$ cat config.mk
export PLATFORM = sky130hd
export DESIGN_NAME = ipv4_udp_header_checksum_gen_unit_flat
export DESIGN_NICKNAME = d
export VERILOG_FILES = /design/src/sv/iuhc_pkg.sv /design/src/sv/iuhc_stream_if.sv /design/src/sv/iuhc_accum.sv /design/src/sv/ipv4_udp_header_checksum_gen_unit.sv /design/src/flat_wrapper.sv
export SDC_FILE = /design/constraint.sdc
export NUM_CORES = 1
export LEC_CHECK = 0
export ABC_AREA = 1
export ABC_CLOCK_PERIOD_IN_PS = 5000
export BUFFER_PORTS_ARGS = -buffer_cell sky130_fd_sc_hd__buf_4
export CAP_MARGIN = 20
export CORE_MARGIN = 2
export CORE_UTILIZATION = 36
export DETAILED_ROUTE_END_ITERATION = 10
export GPL_TIMING_DRIVEN = 0
export PLACE_DENSITY = 0.63
export SKIP_CTS_REPAIR_TIMING = 1
export SLEW_MARGIN = 20
export SYNTH_ARGS = -nofsm -noshare
export SYNTH_HDL_FRONTEND = slang
export SYNTH_SLANG_ARGS = --single-unit
$ cat constraint.sdc
create_clock -name clk -period 5 [get_ports clk]
set_input_delay 0.5 -clock clk [delete_from_list [all_inputs] [get_ports clk]]
set_output_delay 0.5 -clock clk [all_outputs]
set_load 0.01 [all_outputs]
$ cat src/sv/iuhc_pkg.sv
// Package with constants, types and checksum helpers of the checksum generator.
package iuhc_pkg;

    localparam int unsigned LEN_W         = 11;
    localparam int unsigned MAX_PAYLOAD   = 1472;
    localparam int unsigned UDP_HDR_BYTES = 8;
    localparam int unsigned IP_HDR_BYTES  = 20;
    localparam int unsigned CFG_IDX_W     = 3;
    localparam int unsigned CFG_DATA_W    = 32;

    localparam logic [LEN_W-1:0] MAX_COUNT   = LEN_W'(MAX_PAYLOAD);
    localparam logic [LEN_W-1:0] UDP_HDR_LEN = LEN_W'(UDP_HDR_BYTES);
    localparam logic [LEN_W-1:0] IP_UDP_HDR_LEN = LEN_W'(UDP_HDR_BYTES + IP_HDR_BYTES);
    localparam logic [LEN_W-1:0] MAX_IP_LEN  = LEN_W'(MAX_PAYLOAD + UDP_HDR_BYTES
                                                       + IP_HDR_BYTES);

    localparam logic [7:0]  PROTO_UDP      = 8'd17;
    localparam logic [15:0] IP_VER_IHL_TOS = 16'h4500;

    // Configuration register indexes.
    localparam logic [CFG_IDX_W-1:0] REG_SOURCE_IP    = 3'd0;
    localparam logic [CFG_IDX_W-1:0] REG_DEST_IP      = 3'd1;
    localparam logic [CFG_IDX_W-1:0] REG_SOURCE_PORT  = 3'd2;
    localparam logic [CFG_IDX_W-1:0] REG_DEST_PORT    = 3'd3;
    localparam logic [CFG_IDX_W-1:0] REG_TIME_TO_LIVE = 3'd4;
    localparam logic [CFG_IDX_W-1:0] REG_IDENT        = 3'd5;

    // Register reset values.
    localparam logic [31:0] RST_SOURCE_IP    = 32'h0000_0000;
    localparam logic [31:0] RST_DEST_IP      = 32'hFFFF_FFFF;
    localparam logic [15:0] RST_SOURCE_PORT  = 16'd68;
    localparam logic [15:0] RST_DEST_PORT    = 16'd67;
    localparam logic [7:0]  RST_TIME_TO_LIVE = 8'd250;
    localparam logic [15:0] RST_IDENT        = 16'd54321;

    // Payload summary handed from the accumulator on the final byte.
    typedef struct packed {
        logic [15:0]      psum;
        logic [LEN_W-1:0] count;
        logic             overflow;
    } acc_fin_t;

    // One's-complement 16-bit add with end-around carry.
    function automatic logic [15:0] oc_add16(input logic [15:0] a, input logic [15:0] b);
        logic [16:0] s;
        s = {1'b0, a} + {1'b0, b};
        return s[15:0] + {15'd0, s[16]};
    endfunction

    // Folds a plain 20-bit sum into a 16-bit one's-complement value.
    function automatic logic [15:0] fold20(input logic [19:0] s);
        logic [16:0] t;
        t = {1'b0, s[15:0]} + {13'd0, s[19:16]};
        return t[15:0] + {15'd0, t[16]};
    endfunction

endpackage

$ cat src/sv/iuhc_stream_if.sv
// Channel interfaces of the checksum generator: payload, result and configuration.
interface iuhc_in_if;
    logic       valid;
    logic       ready;
    logic [7:0] payload_byte;
    logic       last_byte;

    modport source (output valid, output payload_byte, output last_byte, input ready);
    modport sink (input valid, input payload_byte, input last_byte, output ready);
endinterface

interface iuhc_out_if;
    import iuhc_pkg::*;
    logic             valid;
    logic             ready;
    logic [LEN_W-1:0] ip_total_length;
    logic [15:0]      ip_header_checksum;
    logic [LEN_W-1:0] udp_length;
    logic [15:0]      udp_checksum;
    logic             too_long;

    modport source (output valid, output ip_total_length, output ip_header_checksum,
                    output udp_length, output udp_checksum, output too_long,
                    input ready);
    modport sink (input valid, input ip_total_length, input ip_header_checksum,
                  input udp_length, input udp_checksum, input too_long,
                  output ready);
endinterface

interface iuhc_cfg_if;
    import iuhc_pkg::*;
    logic                  valid;
    logic                  ready;
    logic [CFG_IDX_W-1:0]  index;
    logic [CFG_DATA_W-1:0] data;

    modport source (output valid, output index, output data, input ready);
    modport sink (input valid, input index, input data, output ready);
endinterface

$ cat src/sv/iuhc_accum.sv
// Payload accumulator: byte pairing, running one's-complement sum and byte count.
module iuhc_accum (
    input  logic               clk,
    input  logic               rst_n,
    input  logic               take,
    input  logic [7:0]         payload_byte,
    input  logic               last_byte,
    output iuhc_pkg::acc_fin_t fin
);
    import iuhc_pkg::*;

    logic [15:0]      running_sum_reg, running_sum_next;
    logic [7:0]       held_reg, held_next;
    logic             odd_reg, odd_next;
    logic [LEN_W-1:0] count_reg, count_next;
    logic             ovf_reg, ovf_next;

    logic [15:0]      sum_paired;
    logic [15:0]      sum_padded;
    logic             count_sat;
    logic [LEN_W-1:0] count_upd;
    logic             ovf_upd;

    assign sum_paired = oc_add16(running_sum_reg, {held_reg, payload_byte});
    // A final byte in the high half pairs with a zero pad.
    assign sum_padded = oc_add16(running_sum_reg, {payload_byte, 8'h00});
    assign count_sat  = (count_reg >= MAX_COUNT);
    assign count_upd  = count_sat ? count_reg : count_reg + LEN_W'(1);
    assign ovf_upd    = ovf_reg | count_sat;

    assign fin.psum     = odd_reg ? sum_paired : sum_padded;
    assign fin.count    = count_upd;
    assign fin.overflow = ovf_upd;

    always_comb
    begin
        running_sum_next = running_sum_reg;
        held_next        = held_reg;
        odd_next         = odd_reg;
        count_next       = count_reg;
        ovf_next         = ovf_reg;
        if (take)
        begin
            if (last_byte)
            begin
                running_sum_next = 16'd0;
                held_next        = 8'd0;
                odd_next         = 1'b0;
                count_next       = '0;
                ovf_next         = 1'b0;
            end
            else
            begin
                if (odd_reg)
                begin
                    running_sum_next = sum_paired;
                    odd_next         = 1'b0;
                end
                else
                begin
                    held_next = payload_byte;
                    odd_next  = 1'b1;
                end
                count_next = count_upd;
                ovf_next   = ovf_upd;
            end
        end
    end

    always_ff @(posedge clk or negedge rst_n)
    begin
        if (!rst_n)
        begin
            running_sum_reg <= 16'd0;
            held_reg        <= 8'd0;
            odd_reg         <= 1'b0;
            count_reg       <= '0;
            ovf_reg         <= 1'b0;
        end
        else
        begin
            running_sum_reg <= running_sum_next;
            held_reg        <= held_next;
            odd_reg         <= odd_next;
            count_reg       <= count_next;
            ovf_reg         <= ovf_next;
        end
    end

endmodule

$ cat src/sv/ipv4_udp_header_checksum_gen_unit.sv
// Top level of the UDP over IPv4 header length and checksum generator.
//
// Usage: UDP payload bytes enter on data_ch, one item per byte in transmit
// order, with last_byte set on the final byte of a datagram. Every byte,
// marked or not, belongs to the payload. Each marked byte yields exactly one
// item on result_ch with the IPv4 total length and header checksum, the UDP
// length and the UDP checksum over pseudo-header, UDP header and payload.
// A payload beyond 1472 bytes sets too_long and both lengths saturate.
// Throughput is one payload byte per cycle while data_ch holds ready high; the
// per-byte sum update is one 16-bit end-around-carry add in the accumulator.
// A result passes from its final byte through the accumulator summary, the partial
// sums, and fold and complement into the result register, where it can be taken.
// cfg_ch writes the address, port, ttl and ident registers by index, is
// always ready, and is to be used only while no datagram is in flight.
// Reset clears the sum state and the pipeline and loads the default
// register values. When the receiver stalls, the result register holds and
// the two stages behind it keep filling; data_ch drops ready only once all
// three hold a result.
module ipv4_udp_header_checksum_gen_unit (
    input logic         clk,
    input logic         rst_n,
    iuhc_in_if.sink     data_ch,
    iuhc_out_if.source  result_ch,
    iuhc_cfg_if.sink    cfg_ch
);
    import iuhc_pkg::*;

    // Configuration registers.
    logic [31:0] source_ip_reg;
    logic [31:0] dest_ip_reg;
    logic [15:0] source_port_reg;
    logic [15:0] dest_port_reg;
    logic [7:0]  ttl_reg;
    logic [15:0] ident_reg;

    logic     take;
    acc_fin_t fin;

    logic ready_out, ready_s2, ready_s1;
    logic s1_valid_reg, s1_valid_next;
    logic s2_valid_reg, s2_valid_next;
    logic out_valid_reg, out_valid_next;

    acc_fin_t s1_fin_reg;

    logic [17:0]      s2_udp_a_reg;
    logic [18:0]      s2_udp_b_reg;
    logic [17:0]      s2_ip_a_reg;
    logic [17:0]      s2_ip_b_reg;
    logic [LEN_W-1:0] s2_udp_len_reg;
    logic [LEN_W-1:0] s2_ip_len_reg;
    logic             s2_ovf_reg;

    logic [LEN_W-1:0] out_ip_len_reg;
    logic [15:0]      out_ip_ck_reg;
    logic [LEN_W-1:0] out_udp_len_reg;
    logic [15:0]      out_udp_ck_reg;
    logic             out_ovf_reg;

    logic [LEN_W-1:0] udp_len;
    logic [LEN_W-1:0] ip_len;
    logic [17:0]      addr_sum;
    logic [17:0]      udp_a;
    logic [18:0]      udp_b;
    logic [17:0]      ip_a;
    logic [15:0]      udp_fold;
    logic [15:0]      ip_fold;
    logic [15:0]      udp_ck;

    // Configuration port: always ready, unknown indexes are ignored.
    assign cfg_ch.ready = 1'b1;

    always_ff @(posedge clk or negedge rst_n)
    begin
        if (!rst_n)
        begin
            source_ip_reg   <= RST_SOURCE_IP;
            dest_ip_reg     <= RST_DEST_IP;
            source_port_reg <= RST_SOURCE_PORT;
            dest_port_reg   <= RST_DEST_PORT;
            ttl_reg         <= RST_TIME_TO_LIVE;
            ident_reg       <= RST_IDENT;
        end
        else if (cfg_ch.valid)
        begin
            case (cfg_ch.index)
                REG_SOURCE_IP:    source_ip_reg   <= cfg_ch.data;
                REG_DEST_IP:      dest_ip_reg     <= cfg_ch.data;
                REG_SOURCE_PORT:  source_port_reg <= cfg_ch.data[15:0];
                REG_DEST_PORT:    dest_port_reg   <= cfg_ch.data[15:0];
                REG_TIME_TO_LIVE: ttl_reg         <= cfg_ch.data[7:0];
                REG_IDENT:        ident_reg       <= cfg_ch.data[15:0];
                default:          ;
            endcase
        end
    end

    // Each stage loads when it is empty or the stage ahead moves on.
    assign ready_out     = !out_valid_reg || result_ch.ready;
    assign ready_s2      = !s2_valid_reg || ready_out;
    assign ready_s1      = !s1_valid_reg || ready_s2;
    assign data_ch.ready = ready_s1;
    assign take          = data_ch.valid && ready_s1;

    iuhc_accum u_accum (
        .clk          (clk),
        .rst_n        (rst_n),
        .take         (take),
        .payload_byte (data_ch.payload_byte),
        .last_byte    (data_ch.last_byte),
        .fin          (fin)
    );

    always_comb
    begin
        s1_valid_next = s1_valid_reg;
        if (take && data_ch.last_byte)
        begin
            s1_valid_next = 1'b1;
        end
        else if (ready_s2)
        begin
            s1_valid_next = 1'b0;
        end

        s2_valid_next = s2_valid_reg;
        if (ready_s2)
        begin
            s2_valid_next = s1_valid_reg;
        end

        out_valid_next = out_valid_reg;
        if (ready_out)
        begin
            out_valid_next = s2_valid_reg;
        end
    end

    always_ff @(posedge clk or negedge rst_n)
    begin
        if (!rst_n)
        begin
            s1_valid_reg  <= 1'b0;
            s2_valid_reg  <= 1'b0;
            out_valid_reg <= 1'b0;
        end
        else
        begin
            s1_valid_reg  <= s1_valid_next;
            s2_valid_reg  <= s2_valid_next;
            out_valid_reg <= out_valid_next;
        end
    end

    // Partial sums. One's-complement addition is order free, so the header
    // words are gathered as plain sums and folded once at the end.
    assign udp_len  = s1_fin_reg.count + UDP_HDR_LEN;
    assign ip_len   = s1_fin_reg.count + IP_UDP_HDR_LEN;
    assign addr_sum = {2'b00, source_ip_reg[31:16]} + {2'b00, source_ip_reg[15:0]}
                    + {2'b00, dest_ip_reg[31:16]} + {2'b00, dest_ip_reg[15:0]};
    // The UDP length appears twice: once in the pseudo-header, once in the header.
    assign udp_a    = {2'b00, s1_fin_reg.psum} + {6'd0, udp_len, 1'b0}
                    + {2'b00, source_port_reg} + {2'b00, dest_port_reg};
    assign udp_b    = {1'b0, addr_sum} + {11'd0, PROTO_UDP};
    assign ip_a     = {2'b00, IP_VER_IHL_TOS} + {7'd0, ip_len} + {2'b00, ident_reg}
                    + {2'b00, ttl_reg, PROTO_UDP};

    // Fold and complement into the result register.
    assign udp_fold = fold20({2'b00, s2_udp_a_reg} + {1'b0, s2_udp_b_reg});
    assign ip_fold  = fold20({2'b00, s2_ip_a_reg} + {2'b00, s2_ip_b_reg});
    // A zero UDP checksum means no checksum on the wire, so it is sent as all ones.
    assign udp_ck   = (udp_fold == 16'hFFFF) ? 16'hFFFF : ~udp_fold;

    always_ff @(posedge clk)
    begin
        if (take && data_ch.last_byte)
        begin
            s1_fin_reg <= fin;
        end
        if (ready_s2 && s1_valid_reg)
        begin
            s2_udp_a_reg   <= udp_a;
            s2_udp_b_reg   <= udp_b;
            s2_ip_a_reg    <= ip_a;
            s2_ip_b_reg    <= addr_sum;
            s2_udp_len_reg <= udp_len;
            s2_ip_len_reg  <= ip_len;
            s2_ovf_reg     <= s1_fin_reg.overflow;
        end
        if (ready_out && s2_valid_reg)
        begin
            out_ip_len_reg  <= s2_ip_len_reg;
            out_ip_ck_reg   <= ~ip_fold;
            out_udp_len_reg <= s2_udp_len_reg;
            out_udp_ck_reg  <= udp_ck;
            out_ovf_reg     <= s2_ovf_reg;
        end
    end

    assign result_ch.valid              = out_valid_reg;
    assign result_ch.ip_total_length    = out_ip_len_reg;
    assign result_ch.ip_header_checksum = out_ip_ck_reg;
    assign result_ch.udp_length         = out_udp_len_reg;
    assign result_ch.udp_checksum       = out_udp_ck_reg;
    assign result_ch.too_long           = out_ovf_reg;

endmodule

$ cat src/flat_wrapper.sv
// flat-port wrapper written by rule: the top's interface ports become plain ports
module ipv4_udp_header_checksum_gen_unit_flat import iuhc_pkg::*;
  (clk, rst_n, data_ch_valid, data_ch_payload_byte, data_ch_last_byte, data_ch_ready, result_ch_valid, result_ch_ip_total_length, result_ch_ip_header_checksum, result_ch_udp_length, result_ch_udp_checksum, result_ch_too_long, result_ch_ready, cfg_ch_valid, cfg_ch_index, cfg_ch_data, cfg_ch_ready);
  iuhc_in_if data_ch_i ();
  iuhc_out_if result_ch_i ();
  iuhc_cfg_if cfg_ch_i ();
  input logic clk;
  input logic rst_n;
  input wire logic [$bits(data_ch_i.valid)-1:0] data_ch_valid;
  input wire logic [$bits(data_ch_i.payload_byte)-1:0] data_ch_payload_byte;
  input wire logic [$bits(data_ch_i.last_byte)-1:0] data_ch_last_byte;
  output wire logic [$bits(data_ch_i.ready)-1:0] data_ch_ready;
  output wire logic [$bits(result_ch_i.valid)-1:0] result_ch_valid;
  output wire logic [$bits(result_ch_i.ip_total_length)-1:0] result_ch_ip_total_length;
  output wire logic [$bits(result_ch_i.ip_header_checksum)-1:0] result_ch_ip_header_checksum;
  output wire logic [$bits(result_ch_i.udp_length)-1:0] result_ch_udp_length;
  output wire logic [$bits(result_ch_i.udp_checksum)-1:0] result_ch_udp_checksum;
  output wire logic [$bits(result_ch_i.too_long)-1:0] result_ch_too_long;
  input wire logic [$bits(result_ch_i.ready)-1:0] result_ch_ready;
  input wire logic [$bits(cfg_ch_i.valid)-1:0] cfg_ch_valid;
  input wire logic [$bits(cfg_ch_i.index)-1:0] cfg_ch_index;
  input wire logic [$bits(cfg_ch_i.data)-1:0] cfg_ch_data;
  output wire logic [$bits(cfg_ch_i.ready)-1:0] cfg_ch_ready;
  assign data_ch_i.valid = data_ch_valid;
  assign data_ch_i.payload_byte = data_ch_payload_byte;
  assign data_ch_i.last_byte = data_ch_last_byte;
  assign data_ch_ready = data_ch_i.ready;
  assign result_ch_valid = result_ch_i.valid;
  assign result_ch_ip_total_length = result_ch_i.ip_total_length;
  assign result_ch_ip_header_checksum = result_ch_i.ip_header_checksum;
  assign result_ch_udp_length = result_ch_i.udp_length;
  assign result_ch_udp_checksum = result_ch_i.udp_checksum;
  assign result_ch_too_long = result_ch_i.too_long;
  assign result_ch_i.ready = result_ch_ready;
  assign cfg_ch_i.valid = cfg_ch_valid;
  assign cfg_ch_i.index = cfg_ch_index;
  assign cfg_ch_i.data = cfg_ch_data;
  assign cfg_ch_ready = cfg_ch_i.ready;
  ipv4_udp_header_checksum_gen_unit u_core (.clk(clk), .rst_n(rst_n), .data_ch(data_ch_i), .result_ch(result_ch_i), .cfg_ch(cfg_ch_i));
endmodule
==> results.sh <==
export IMPL_nFillCells=5897
export IMPL_slew_headroom_pct=52.0
export IMPL_end_kind="flop"
export IMPL_syn2layout_area_growth_pct=19.5
export IMPL_grt_util_met3_pct=2.33
export IMPL_synth_flop_cell="edfxtp_1"
export IMPL_synth_distinct_cells=48
export IMPL_cts_tree="yes"
export IMPL_hpwl_mm=41.9
export IMPL_violations="negative hold slack, negative setup slack"
export IMPL_worstPathRequired_ns=5.32
export IMPL_cts_inserted_buffers=39
export IMPL_synth_seq_cells=335
export IMPL_gr_usage_all_layers_pct=16.7
export IMPL_hold_class="primary input to async pin"
export IMPL_netlist_instances=2609
export IMPL_crit_type="flop to flop"
export IMPL_drt_pre_antenna_iters=6
export IMPL_clkLatencyLatePin_ns=0.57
export IMPL_cts_root_to_sink_buffers=3
export IMPL_drive_above_1_share_pct=16.7
export IMPL_critPathArrivalTime_ns=5.89
export IMPL_port_buffers=105
export IMPL_num_antenna_cells=0
export IMPL_die_w_um=252
export IMPL_synth_most_common_cell="nand2_1"
export IMPL_synth_area_leaders="edfxtp_1, dfrtp_1, ha_1"
export IMPL_drt_wl_total_mm=53.8
export IMPL_netlist_area_mm2=0.0221
export IMPL_worstSetupStartpointType="flop"
export IMPL_r2r_cells=39
export IMPL_setup_violations=16
export IMPL_holdWs_ns=-0.0388
export IMPL_vias=17100
export IMPL_route_detailed_drc=0
export IMPL_met1_usage_pct=22.1
export IMPL_clockRootBuffer="clkbuf_16"
export IMPL_worst_pin_slew_ns=0.721
export IMPL_fin_crit_ns=5.58
export IMPL_synth_edf_count=175
export IMPL_finClkSkew_ns=0.0268
export IMPL_clk_pin_slew_worst_paths_ns=0.06
export IMPL_worstPathMaxFanout=8
export IMPL_fin_setup_tns_ns=-8.49
export IMPL_crit_path_max_incr_delay_ns=0.42
export IMPL_post_drt_wl_per_cell_um=14.9
export IMPL_final_nets=3063
export IMPL_fmax_mhz=179
export IMPL_dieHeight_um=252
export IMPL_slowest_stage="edfxtp_1"
export IMPL_grt_busiest_layer="met2"
export IMPL_die_area_mm2=0.0634
export IMPL_io_pins=107
export IMPL_gp_congestion=0.912
export IMPL_async_flop_share_pct=47.8
export IMPL_synth_common_cells="nand2_1, inv_1, o21ai_0"
export IMPL_cts_htree_levels=2
export IMPL_core_area_mm2=0.0605
export IMPL_final_core_util_pct=43.7
export IMPL_grt_pass1_wl_mm=84.3
export IMPL_yosysSeqAreaShare_pct=42.2
export IMPL_first_global_vias=16100
export IMPL_peakVddDrop_mv=0.326
export IMPL_grt_max_degree=95
export IMPL_fin_ws_ns=-0.577
export IMPL_slew_viol_final=0
export IMPL_met2_usage_pct=28.1
export IMPL_ant_nets=0
export IMPL_power_density_mw_per_mm2=729
export IMPL_ys_warnings_count=0
export IMPL_avgSynthCellArea_um2=8.47
export IMPL_rsz0062_at_grt="yes"
export IMPL_syn_num_nets=2874
export IMPL_initial_core_util_pct=36.5
export IMPL_viasPerCell=4.73
export IMPL_yosysTopAreaCell="edfxtp_1"
export IMPL_synthDominantCellAreaShare_pct=23.8
export IMPL_cts_sinks=335
export IMPL_row_count=90
export IMPL_grt_overflow=0
export IMPL_finalCritPeriodShare_pct=112
export IMPL_hold_viol=31
export IMPL_status="finished, violations left"
export IMPL_p_leak_uw=0.0125
export IMPL_antenna_found_initial=0
export IMPL_drtIter0Drc=1074
export IMPL_max_cap_violations=0
[routing by layer]
layer,vias up,routed length (um),share of wire (%)
met5,-,0,0
met4,0,1700,3.2
met3,89,2040,3.8
met2,280,25200,47
met1,7900,24900,46
li1,8823,-,-
[per-stage QoR]
step	cell area, um2	hold slack, ns	cells	power, uW	setup slack (ns)
final	26400	-0.0388	3610	19200	-0.577
after global routing	26400	0.00578	3610	21000	-1.04
after CTS	25400	-0.0350	3572	18000	-1.12
after detailed placement	24100	0.405	3501	15000	-1.11
after global placement	23900	0.403	3496	14800	-1.06
after floorplan	22100	0.204	2609	12200	0.00213
[report_power, final]
part           total [uW]  switching (uW)  internal [uW]
clock                2920            1200           1710
combinational       11800            7480           4320
sequential           4520             357           4170
total               19200            9040          10200
[kinds of logic after synthesis]
group	Yosys count	synth area share, %
simple gates	958	18.6
buf+inv	527	9.09
compound gates	416	10.1
flops	335	42.2
fa+ha+maj	216	13.8
xor+xnor	156	6.18
other cells	1	0.0170
[layout by cell type (no fill, tap or decap), types with 20 or more instances in the layout]
| master | n |
|---|---|
| dfrtp_1 | 110 |
| inv_1 | 470 |
| nor3_1 | 20 |
| dfstp_2 | 50 |
| nor2_1 | 131 |
| edfxtp_1 | 175 |
| nand3_2 | 21 |
| buf_4 | 143 |
| xor2_1 | 112 |
| nand4_1 | 24 |
| fa_1 | 43 |
| o21ai_0 | 196 |
| ha_1 | 141 |
| xnor2_1 | 35 |
| nand2_2 | 39 |
| nand2_1 | 539 |
| nand3_1 | 124 |
| clkbuf_1 | 37 |
| a21oi_1 | 119 |
| clkbuf_16 | 41 |
[worst paths after layout]
| check | from | to | slack, ns |
|---|---|---|---|
| min in group clk | cfg_ch_data[27] | u_core.dest_ip_reg[27] | 0.18 |
| worst min register to register | u_core.s2_udp_len_reg[10] | u_core.result_ch.udp_length[10] | 0.41 |
| max in group asynchronous | rst_n | u_core.dest_port_reg[6] | 4.19 |
| worst max-delay path | u_core.s2_udp_a_reg[0] | u_core.result_ch.udp_checksum[14] | -0.58 |
| worst min-delay path | rst_n | u_core.source_ip_reg[23] | -0.04 |
| worst max register to register | u_core.s2_udp_a_reg[0] | u_core.result_ch.udp_checksum[14] | -0.58 |
[cell type report]
type	count	area, um2	area share (%)
Timing Repair Buffer	148	1250	4.73
Clock inverter	21	250	0.948
Clock buffer	50	1050	3.97
Inverter	491	1850	6.99
Multi-Input combinational cell	1747	11500	43.7
Sequential cell	335	9320	35.3
Tap cell	782	978	3.71
Buffer	36	173	0.654
[critical path: cells and delay by family (launching register included)]
kind	cells	cell delay, ns
xor+xnor	1	0.21
buf+inv	6	0.47
compound gates	2	0.20
flops	1	0.42
fa+ha+maj	6	1.53
simple gates	24	2.48
No activity file was read; power rests on OpenSTA's default activity.
